`src/design/ultrasonic_echo_ranger_avg_defines.svh`:
```
// Assertion macros shared by the ranger RTL
`ifndef ULTRASONIC_ECHO_RANGER_AVG_DEFINES_SVH
`define ULTRASONIC_ECHO_RANGER_AVG_DEFINES_SVH

`ifndef ASSERT_OFF
`define UER_ASSERT(lbl, clk, rst_n, prop) \
  lbl: assert property (@(posedge clk) disable iff (!rst_n) (prop)) \
    else $error("assertion failed");
`define UER_ASSERT_IMP(lbl, clk, rst_n, ante, cons) \
  lbl: assert property (@(posedge clk) disable iff (!rst_n) (ante) |-> (cons)) \
    else $error("assertion failed");
`else
`define UER_ASSERT(lbl, clk, rst_n, prop)
`define UER_ASSERT_IMP(lbl, clk, rst_n, ante, cons)
`endif

`endif

```
`src/design/uer_pkg.sv`:
```
package uer_pkg;

  localparam int SAMPLES = 5;

  localparam int CNT_W    = 20;
  localparam int SETTLE_W = 20;
  localparam int TRIG_W   = 10;
  localparam int TMO_W    = 16;
  localparam int EW_W     = 16;
  localparam int DIST_W   = 17;
  localparam int CFG_IDX_W  = 2;
  localparam int CFG_DATA_W = 20;

  localparam logic [CNT_W-1:0] CNT_MAX = {CNT_W{1'b1}};
  localparam logic [EW_W-1:0]  EW_MAX  = {EW_W{1'b1}};

  // distance = sum*50 / (29*SAMPLES), tracked as a running quotient and remainder
  localparam int DIV_D = 29 * SAMPLES;
  localparam int INC_Q = 50 / DIV_D;
  localparam int INC_R = 50 % DIV_D;
  localparam int Q_W   = 21;
  localparam int REM_W = $clog2(DIV_D);
  localparam int IDX_W = $clog2(SAMPLES + 1);

  localparam logic [SETTLE_W-1:0] SETTLE_RST = SETTLE_W'(200000);
  localparam logic [TRIG_W-1:0]   TRIG_RST   = TRIG_W'(10);
  localparam logic [TMO_W-1:0]    TMO_RST    = '0;

  typedef enum logic [CFG_IDX_W-1:0] {
    REG_SETTLE  = 2'd0,
    REG_TRIGGER = 2'd1,
    REG_TIMEOUT = 2'd2
  } cfg_reg_t;

  typedef enum logic [4:0] {
    PH_IDLE   = 5'b00001,
    PH_SETTLE = 5'b00010,
    PH_TRIG   = 5'b00100,
    PH_RISE   = 5'b01000,
    PH_HIGH   = 5'b10000
  } phase_t;

  typedef struct packed {
    logic [SETTLE_W-1:0] settle_ticks;
    logic [TRIG_W-1:0]   trigger_ticks;
    logic [TMO_W-1:0]    echo_timeout_ticks;
  } cfg_t;

  typedef struct packed {
    logic action;
    logic echo_level;
  } item_t;

  typedef struct packed {
    logic [Q_W-1:0]   q;
    logic [REM_W-1:0] r;
  } acc_t;

  function automatic acc_t acc_add(input acc_t a);
    logic [REM_W:0] rs;
    acc_t res;
    rs = {1'b0, a.r} + (REM_W+1)'(INC_R);
    if (rs >= (REM_W+1)'(DIV_D)) begin
      res.r = REM_W'(rs - (REM_W+1)'(DIV_D));
      res.q = a.q + Q_W'(INC_Q + 1);
    end else begin
      res.r = rs[REM_W-1:0];
      res.q = a.q + Q_W'(INC_Q);
    end
    return res;
  endfunction

endpackage

```
`src/design/uer_in_if.sv`:
```
interface uer_in_if;
  logic valid;
  logic ready;
  logic action;
  logic echo_level;

  modport source (output valid, output action, output echo_level, input ready);
  modport sink   (input valid, input action, input echo_level, output ready);
endinterface

```
`src/design/uer_out_if.sv`:
```
interface uer_out_if;
  logic        valid;
  logic        ready;
  logic        trigger_level;
  logic        busy_res;
  logic        done_res;
  logic [16:0] distance_centi_cm;
  logic        timed_out;

  modport source (output valid, output trigger_level, output busy_res, output done_res,
                  output distance_centi_cm, output timed_out, input ready);
  modport sink   (input valid, input trigger_level, input busy_res, input done_res,
                  input distance_centi_cm, input timed_out, output ready);
endinterface

```
`src/design/uer_cfg_if.sv`:
```
interface uer_cfg_if;
  logic        valid;
  logic        ready;
  logic [1:0]  index;
  logic [19:0] data;

  modport source (output valid, output index, output data, input ready);
  modport sink   (input valid, input index, input data, output ready);
endinterface

```
`src/design/uer_cfg_regs.sv`:
```
module uer_cfg_regs
  import uer_pkg::*;
(
  input  logic      clk,
  input  logic      rst_n,
  uer_cfg_if.sink   cfg_ch,
  output cfg_t      cfg
);

  logic [SETTLE_W-1:0] settle_r;
  logic [TRIG_W-1:0]   trig_r;
  logic [TMO_W-1:0]    tmo_r;

  assign cfg_ch.ready = 1'b1;

  always_ff @(posedge clk) begin
    if (!rst_n) begin
      settle_r <= SETTLE_RST;
      trig_r   <= TRIG_RST;
      tmo_r    <= TMO_RST;
    end else if (cfg_ch.valid) begin
      unique case (cfg_reg_t'(cfg_ch.index))
        REG_SETTLE:  settle_r <= cfg_ch.data[SETTLE_W-1:0];
        REG_TRIGGER: trig_r   <= cfg_ch.data[TRIG_W-1:0];
        REG_TIMEOUT: tmo_r    <= cfg_ch.data[TMO_W-1:0];
        default: ;
      endcase
    end
  end

  assign cfg.settle_ticks       = settle_r;
  assign cfg.trigger_ticks      = trig_r;
  assign cfg.echo_timeout_ticks = tmo_r;

endmodule

```
`src/design/uer_in_stage.sv`:
```
module uer_in_stage
  import uer_pkg::*;
(
  input  logic     clk,
  input  logic     rst_n,
  uer_in_if.sink   in_ch,
  input  logic     adv,
  output logic     item_valid,
  output item_t    item
);

  logic  valid_r;
  item_t item_r;

  assign in_ch.ready = !valid_r || adv;

  always_ff @(posedge clk) begin
    if (!rst_n) begin
      valid_r <= 1'b0;
    end else if (in_ch.ready) begin
      valid_r <= in_ch.valid;
    end
  end

  always_ff @(posedge clk) begin
    if (in_ch.valid && in_ch.ready) begin
      item_r.action     <= in_ch.action;
      item_r.echo_level <= in_ch.echo_level;
    end
  end

  assign item_valid = valid_r;
  assign item       = item_r;

endmodule

```
`src/design/uer_core.sv`:
```
module uer_core
  import uer_pkg::*;
(
  input  logic      clk,
  input  logic      rst_n,
  input  cfg_t      cfg,
  input  logic      item_valid,
  input  item_t     item,
  output logic      adv,
  uer_out_if.source out_ch
);

  phase_t            phase_r, phase_nxt;
  logic [CNT_W-1:0]  cnt_r, cnt_nxt, cnt_inc;
  logic [IDX_W-1:0]  idx_r, idx_nxt;
  logic [EW_W-1:0]   ew_r, ew_nxt;
  acc_t              acc_r, acc_nxt, acc_inc;
  logic [DIST_W-1:0] dist_r, dist_nxt;
  logic              trig, done, tmo, tmo_en;
  logic              fire;

  logic              out_valid_r;
  logic              trig_r, busy_r, done_r, tmo_r;
  logic [DIST_W-1:0] dist_out_r;

  assign adv  = !out_valid_r || out_ch.ready;
  assign fire = item_valid && adv;

  always_comb begin
    phase_nxt = phase_r;
    cnt_nxt   = cnt_r;
    idx_nxt   = idx_r;
    ew_nxt    = ew_r;
    acc_nxt   = acc_r;
    dist_nxt  = dist_r;
    trig      = 1'b0;
    done      = 1'b0;
    tmo       = 1'b0;
    cnt_inc   = (cnt_r == CNT_MAX) ? cnt_r : cnt_r + 1'b1;
    acc_inc   = acc_add(acc_r);
    tmo_en    = (cfg.echo_timeout_ticks != '0);
    if (item.action) begin
      phase_nxt = PH_SETTLE;
      cnt_nxt   = '0;
      idx_nxt   = '0;
      ew_nxt    = '0;
      acc_nxt   = '0;
    end else begin
      unique case (phase_r)
        PH_IDLE: ;
        PH_SETTLE: begin
          cnt_nxt = cnt_inc;
          if (cnt_inc >= CNT_W'(cfg.settle_ticks)) begin
            phase_nxt = PH_TRIG;
            cnt_nxt   = '0;
          end
        end
        PH_TRIG: begin
          trig    = 1'b1;
          cnt_nxt = cnt_inc;
          if (cnt_inc >= CNT_W'(cfg.trigger_ticks)) begin
            phase_nxt = PH_RISE;
            cnt_nxt   = '0;
          end
        end
        PH_RISE: begin
          if (item.echo_level) begin
            phase_nxt = PH_HIGH;
            ew_nxt    = EW_W'(1);
            cnt_nxt   = CNT_W'(1);
            acc_nxt   = acc_inc;
          end else begin
            cnt_nxt = cnt_inc;
            if (tmo_en && cnt_inc >= CNT_W'(cfg.echo_timeout_ticks)) begin
              phase_nxt = PH_IDLE;
              done      = 1'b1;
              tmo       = 1'b1;
            end
          end
        end
        PH_HIGH: begin
          if (item.echo_level) begin
            if (ew_r != EW_MAX) begin
              ew_nxt  = ew_r + 1'b1;
              acc_nxt = acc_inc;
            end
            cnt_nxt = cnt_inc;
            if (tmo_en && cnt_inc >= CNT_W'(cfg.echo_timeout_ticks)) begin
              phase_nxt = PH_IDLE;
              done      = 1'b1;
              tmo       = 1'b1;
            end
          end else begin
            idx_nxt = idx_r + 1'b1;
            cnt_nxt = '0;
            if (idx_r == IDX_W'(SAMPLES - 1)) begin
              dist_nxt  = acc_r.q[DIST_W-1:0];
              phase_nxt = PH_IDLE;
              done      = 1'b1;
            end else begin
              phase_nxt = PH_SETTLE;
            end
          end
        end
        default: phase_nxt = PH_IDLE;
      endcase
    end
  end

  always_ff @(posedge clk) begin
    if (!rst_n) begin
      phase_r     <= PH_IDLE;
      cnt_r       <= '0;
      idx_r       <= '0;
      ew_r        <= '0;
      acc_r       <= '0;
      dist_r      <= '0;
      out_valid_r <= 1'b0;
    end else begin
      if (fire) begin
        phase_r <= phase_nxt;
        cnt_r   <= cnt_nxt;
        idx_r   <= idx_nxt;
        ew_r    <= ew_nxt;
        acc_r   <= acc_nxt;
        dist_r  <= dist_nxt;
      end
      if (adv) begin
        out_valid_r <= item_valid;
      end
    end
  end

  always_ff @(posedge clk) begin
    if (fire) begin
      trig_r     <= trig;
      busy_r     <= (phase_nxt != PH_IDLE);
      done_r     <= done;
      tmo_r      <= tmo;
      dist_out_r <= dist_nxt;
    end
  end

  assign out_ch.valid             = out_valid_r;
  assign out_ch.trigger_level     = trig_r;
  assign out_ch.busy_res          = busy_r;
  assign out_ch.done_res          = done_r;
  assign out_ch.timed_out         = tmo_r;
  assign out_ch.distance_centi_cm = dist_out_r;

endmodule

```
`src/design/ultrasonic_echo_ranger_avg.sv`:
```
// Ultrasonic echo ranger, averaged over SAMPLES pings.
// in_ch  : one beat per microsecond tick (action 0, echo_level sampled) or a
//          start command (action 1).
// out_ch : exactly one result beat per input beat, in order: trigger level,
//          busy, done, timeout flag and the last completed distance in
//          hundredths of a centimetre.
// cfg_ch : register writes (0 settle, 1 trigger, 2 echo timeout), always
//          ready; write only while the block is idle.
// Path: each input beat is registered in the input stage, then passes the phase
// sequencer and result register. Throughput: one beat per cycle while out_ch is
// ready; the distance quotient is kept as a running quotient/remainder, so no
// divider sits in the path.
// Reset: synchronous, active low; phase goes idle, counters and the stored
// distance clear, registers take their default values.
// Stall: when out_ch is not ready the result is held and in_ch.ready drops
// once the input register is also full; no beat is lost or repeated.
`include "ultrasonic_echo_ranger_avg_defines.svh"

module ultrasonic_echo_ranger_avg
  import uer_pkg::*;
(
  input  logic      clk,
  input  logic      rst_n,
  uer_in_if.sink    in_ch,
  uer_out_if.source out_ch,
  uer_cfg_if.sink   cfg_ch
);

  cfg_t  cfg;
  item_t item;
  logic  item_valid;
  logic  adv;

  uer_cfg_regs u_cfg (
    .clk    (clk),
    .rst_n  (rst_n),
    .cfg_ch (cfg_ch),
    .cfg    (cfg)
  );

  uer_in_stage u_in (
    .clk        (clk),
    .rst_n      (rst_n),
    .in_ch      (in_ch),
    .adv        (adv),
    .item_valid (item_valid),
    .item       (item)
  );

  uer_core u_core (
    .clk        (clk),
    .rst_n      (rst_n),
    .cfg        (cfg),
    .item_valid (item_valid),
    .item       (item),
    .adv        (adv),
    .out_ch     (out_ch)
  );

  `UER_ASSERT_IMP(a_ready_only_on_stall, clk, rst_n, !in_ch.ready, out_ch.valid && !out_ch.ready && item_valid)
  `UER_ASSERT_IMP(a_tmo_is_done, clk, rst_n, out_ch.valid && out_ch.timed_out, out_ch.done_res && !out_ch.busy_res)
  `UER_ASSERT_IMP(a_done_idle, clk, rst_n, out_ch.valid && out_ch.done_res, !out_ch.busy_res && !out_ch.trigger_level)
  `UER_ASSERT_IMP(a_trig_busy, clk, rst_n, out_ch.valid && out_ch.trigger_level, out_ch.busy_res)

endmodule
```
`src/flat_wrapper.sv`:
```
// flat-port wrapper written by rule: the top's interface ports become plain ports
module ultrasonic_echo_ranger_avg_flat import uer_pkg::*;
  (clk, rst_n, in_ch_valid, in_ch_action, in_ch_echo_level, in_ch_ready, out_ch_valid, out_ch_trigger_level, out_ch_busy_res, out_ch_done_res, out_ch_distance_centi_cm, out_ch_timed_out, out_ch_ready, cfg_ch_valid, cfg_ch_index, cfg_ch_data, cfg_ch_ready);
  uer_in_if in_ch_i ();
  uer_out_if out_ch_i ();
  uer_cfg_if cfg_ch_i ();
  input  logic clk;
  input  logic rst_n;
  input wire logic [$bits(in_ch_i.valid)-1:0] in_ch_valid;
  input wire logic [$bits(in_ch_i.action)-1:0] in_ch_action;
  input wire logic [$bits(in_ch_i.echo_level)-1:0] in_ch_echo_level;
  output wire logic [$bits(in_ch_i.ready)-1:0] in_ch_ready;
  output wire logic [$bits(out_ch_i.valid)-1:0] out_ch_valid;
  output wire logic [$bits(out_ch_i.trigger_level)-1:0] out_ch_trigger_level;
  output wire logic [$bits(out_ch_i.busy_res)-1:0] out_ch_busy_res;
  output wire logic [$bits(out_ch_i.done_res)-1:0] out_ch_done_res;
  output wire logic [$bits(out_ch_i.distance_centi_cm)-1:0] out_ch_distance_centi_cm;
  output wire logic [$bits(out_ch_i.timed_out)-1:0] out_ch_timed_out;
  input wire logic [$bits(out_ch_i.ready)-1:0] out_ch_ready;
  input wire logic [$bits(cfg_ch_i.valid)-1:0] cfg_ch_valid;
  input wire logic [$bits(cfg_ch_i.index)-1:0] cfg_ch_index;
  input wire logic [$bits(cfg_ch_i.data)-1:0] cfg_ch_data;
  output wire logic [$bits(cfg_ch_i.ready)-1:0] cfg_ch_ready;
  assign in_ch_i.valid = in_ch_valid;
  assign in_ch_i.action = in_ch_action;
  assign in_ch_i.echo_level = in_ch_echo_level;
  assign in_ch_ready = in_ch_i.ready;
  assign out_ch_valid = out_ch_i.valid;
  assign out_ch_trigger_level = out_ch_i.trigger_level;
  assign out_ch_busy_res = out_ch_i.busy_res;
  assign out_ch_done_res = out_ch_i.done_res;
  assign out_ch_distance_centi_cm = out_ch_i.distance_centi_cm;
  assign out_ch_timed_out = out_ch_i.timed_out;
  assign out_ch_i.ready = out_ch_ready;
  assign cfg_ch_i.valid = cfg_ch_valid;
  assign cfg_ch_i.index = cfg_ch_index;
  assign cfg_ch_i.data = cfg_ch_data;
  assign cfg_ch_ready = cfg_ch_i.ready;
  ultrasonic_echo_ranger_avg u_core (.clk(clk), .rst_n(rst_n), .in_ch(in_ch_i), .out_ch(out_ch_i), .cfg_ch(cfg_ch_i));
endmodule
```
`config.mk`:
```
export PLATFORM = sky130hd
export DESIGN_NAME = ultrasonic_echo_ranger_avg_flat
export DESIGN_NICKNAME = d
export VERILOG_FILES = /design/src/design/uer_pkg.sv /design/src/design/uer_in_if.sv /design/src/design/uer_out_if.sv /design/src/design/uer_cfg_if.sv /design/src/design/uer_cfg_regs.sv /design/src/design/uer_in_stage.sv /design/src/design/uer_core.sv /design/src/design/ultrasonic_echo_ranger_avg.sv /design/src/flat_wrapper.sv
export VERILOG_INCLUDE_DIRS = /design/src /design/src/design
export SDC_FILE = /design/constraint.sdc
export NUM_CORES = 1
export LEC_CHECK = 0
export ABC_AREA = 1
export BUFFER_PORTS_ARGS = -buffer_cell sky130_fd_sc_hd__clkbuf_2
export CAP_MARGIN = 20
export CORE_ASPECT_RATIO = 1.4
export CORE_MARGIN = 4
export CORE_UTILIZATION = 54
export CTS_CLUSTER_DIAMETER = 200
export DETAILED_ROUTE_END_ITERATION = 10
export PLACE_DENSITY = 0.72
export SLEW_MARGIN = 30
export SYNTH_ARGS = -nofsm -noshare
export SYNTH_HDL_FRONTEND = slang
export SYNTH_SLANG_ARGS = --single-unit
```
`constraint.sdc`:
```
create_clock -name clk -period 4.78 [get_ports clk]
set_clock_uncertainty 0.15 [all_clocks]
set_input_delay 0.478 -clock clk [delete_from_list [all_inputs] [get_ports clk]]
set_output_delay 0.478 -clock clk [all_outputs]
set_load 0.02 [all_outputs]
```
==> out/qor.yml <==
run_status:
  status: "complete, no violations"
clock_tree:
  cts_root_buffer: "clkbuf_16"
  cts_buffers: 17
  postCtsResizedCells: 0
  insertion_delay_ps: 440
  clk_pin_slew_ps: 60
  htreeDepth: 4
  cts_buffer_depth: 2
  postCtsSetupBuffers: 0
  cts_tree: "yes"
  hold_buffers: 0
  clock_sinks: 157
routing:
  ant_nets: 0
  drt-total-wl_um: 20700
  drc: 0
  vias: 7796
  first_pass_iters: 5
  first_iter_violations: 412
  viasPerCell: 5.43
  routedWlPerCell_um: 14.4
job:
  drv_cap: 0
placement:
  place_congestion: 0.890
  port_buffers: 51
  place_inst: 1405
  hpwlAfterDp_um: 14900
pwr:
  power_density_nw_per_um2: 310
  switchingPower_mw: 0.790
  p_seq_share_pct: 47.2
  swShare_pct: 26.4
  leakage_nw: 4.19
  ir_drop_mv: 0.251
  p_comb_share_pct: 8.0
  p_int_mw: 2.20
  p_clk_share_pct: 44.7
synthesis:
  synth_edf_count: 23
  synthFlopType: "dfxtp_1"
  synth_seq_cells: 157
  synth_area_um2: 8680
  synth_nets: 1277
  yosysSeqAreaShare_pct: 38.9
  ys_types: 51
  postSynthCellCount: 1193
  ys_async_sr_fraction_pct: 0
  syn_avg_cell_area_um2: 7.27
  yosysWarnings: 0
cells_and_area:
  fin_util_pct: 61.4
  area_growth_syn_to_layout_pct: 11.0
  fin_cells: 1437
  layout_common_cells: "nand2_1, inv_1, dfxtp_1"
  layout_commonest_cell: "nand2_1"
  diodes: 0
  drive_gt1_share_pct: 11.4
  nNetsFinal: 1312
global_route:
  track_usage_pct: 23.7
  grt_max_degree: 60
  grt_pass1_wl_um: 34700
  overflow: 0
  antenna_found_initial: 0
  grt_pass1_vias: 7419
floorplan:
  io_pins: 53
  fp-row-count: 54
  start_util_pct: 55.4
  dieArea_um2: 18200
  fp.dieH_um: 158
  coreArea_um2: 15700
  dieWidth_um: 115
timing:
  slew_headroom_pct: 39.7
  fmax_ghz: 0.252
  rsz0062_at_grt: "no"
  hold_violations: 0
  fin_crit_sh_pct: 83.1
  tightest_slew_ps: 901
  setup_viol: 0
  period_minus_slack_ps: 3970
  final.setup.tns_ps: 0
  maxSlewViolCount: 0
setup_path:
  critPathLaunch: "u_core.u_core.cnt_r[0]"
  cp_data_arrival_time_ps: 4190
  critPathLaunchType: "flip-flop"
  rr_startpoint: "u_core.u_core.cnt_r[0]"
  critPathMaxFanout: 19
  required_ps: 5000
  crit_type: "flip-flop to flip-flop"
  r2r_cells: 26
  end_kind: "flip-flop"
min_path:
  hp-class: "primary input to flip-flop"
  hp-start: "in_ch_echo_level"
  min_path_cells: 1
synth_stat cells (2+ instances only):
library cell,n,share of area (%)
nand2_1,239,10
inv_1,154,6.7
dfxtp_1,134,31
a21oi_1,125,7.2
o21ai_0,99,5.7
nor2_1,98,4.2
nand3_1,59,3.4
ha_1,55,7.9
clkbuf_1,32,1.4
nor3_1,29,1.7
edfxtp_1,23,8.0
nand4_1,17,1.2
nand3_2,13,1.5
a21oi_2,10,1.0
o211ai_1,10,0.87
xnor2_1,10,1.0
xor2_1,10,1.0
inv_2,7,0.30
buf_2,6,0.35
nor4_1,6,0.43
and3_1,5,0.36
nand2_2,5,0.36
nor2_2,5,0.36
a211oi_1,3,0.26
a31oi_1,3,0.22
o21ai_1,3,0.17
o31ai_1,3,0.26
or2_2,3,0.22
buf_4,2,0.17
clkinv_1,2,0.087
nor2_4,2,0.26
o21a_1,2,0.17
state kept, by name, summed over array words and instances, names as in the netlist:
register,flops
u_core.u_core.dist_r,17
u_core.u_core.phase_r,5
u_core.u_cfg.trig_r,10
u_core.u_core.out_ch.trigger_level,1
u_core.u_core.acc_r,25
u_core.u_in.item,2
u_core.u_core.idx_r,3
u_core.u_core.ew_r,16
u_core.u_in.item_valid,1
u_core.u_core.out_ch.busy_res,1
u_core.u_core.cnt_r,20
u_core.u_core.out_ch.timed_out,1
u_core.u_core.out_ch.distance_centi_cm,17
u_core.u_core.out_ch.done_res,1
u_core.u_cfg.tmo_r,16
u_core.u_cfg.settle_r,20
u_core.u_core.out_ch.valid,1
cells by family after synthesis:
family | after synthesis | share of synthesized area, %
AOI/OAI and AO/OA | 269 | 16.9
xor gates and xnor gates | 20 | 2.02
adders and majority gates | 55 | 7.93
buffers and inverters | 205 | 9.23
DFF | 157 | 38.9
muxes | 1 | 0.115
other | 1 | 0.0432
and+or+nand+nor | 485 | 24.9
worst max-delay path, stage by stage, from the launching register on:
cell and delay [ps]:
dfxtp_1 400, ha_1 290, inv_1 60, nor2_1 200, nand2_1 110, inv_2 70, nand4_2 340, or2_2 430
nand2_1 210, ha_1 280, inv_1 50, nand2_1 40, nand2_1 50, nand2_1 40, nand2_1 50, nand2_1 40
nand2_1 50, nand2_1 50, nand2_1 50, nand2_1 50, nand2_1 70, nand3_2 80, nor2_4 110, nand3_2 110
nand3_4 250, nand3_1 130, a21oi_1 140
final cells by class:
class / instances / area, µm²
flip-flops and latches: 157 / 3370
clock inverters: 15 / 155
inverters: 163 / 613
fillers: 1480 / 6050
multi-input cells: 831 / 4510
well taps: 196 / 245
clock buffers: 17 / 425
repair buffers: 58 / 308
final timing paths:
kind                                  to  slack, ps
setup / recovery  u_core.u_core.cnt_r[8]        810
hold / removal       u_core.u_in.item[0]         70
setup reg to reg  u_core.u_core.cnt_r[8]        810
hold reg to reg   u_core.u_cfg.trig_r[4]        310
power groups by stage:
stage | Combinational (mW) | Clock (mW) | Sequential, mW
5_1_grt | 0.277 | 1.42 | 1.42
2_1_floorplan | 0.163 | 0 | 1.45
4_1_cts | 0.242 | 1.36 | 1.41
3_5_place_dp | 0.240 | 0 | 1.44
3_3_place_gp | 0.236 | 0 | 1.44
6_report | 0.240 | 1.34 | 1.41
per-layer routing:
| layer | GRT usage (%) | wire [µm] |
|---|---|---|
| met1 | 25.7 | 8410 |
| met2 | 44.7 | 11000 |
| met3 | 4.55 | 720 |
| met4 | 9.28 | 560 |
| met5 | 0 | 0 |
per-stage QoR:
step	setup WS [ps]	power (mW)	cell area (µm²)	hold slack (ps)
finish	806	2.99	9630	70.1
global route	387	3.11	9630	65.4
CTS	813	3.01	9620	59.6
detailed placement	820	1.68	9040	304
global placement	960	1.68	9040	302
floorplan	1550	1.61	8680	285
Power figures use the tool's default switching activity.
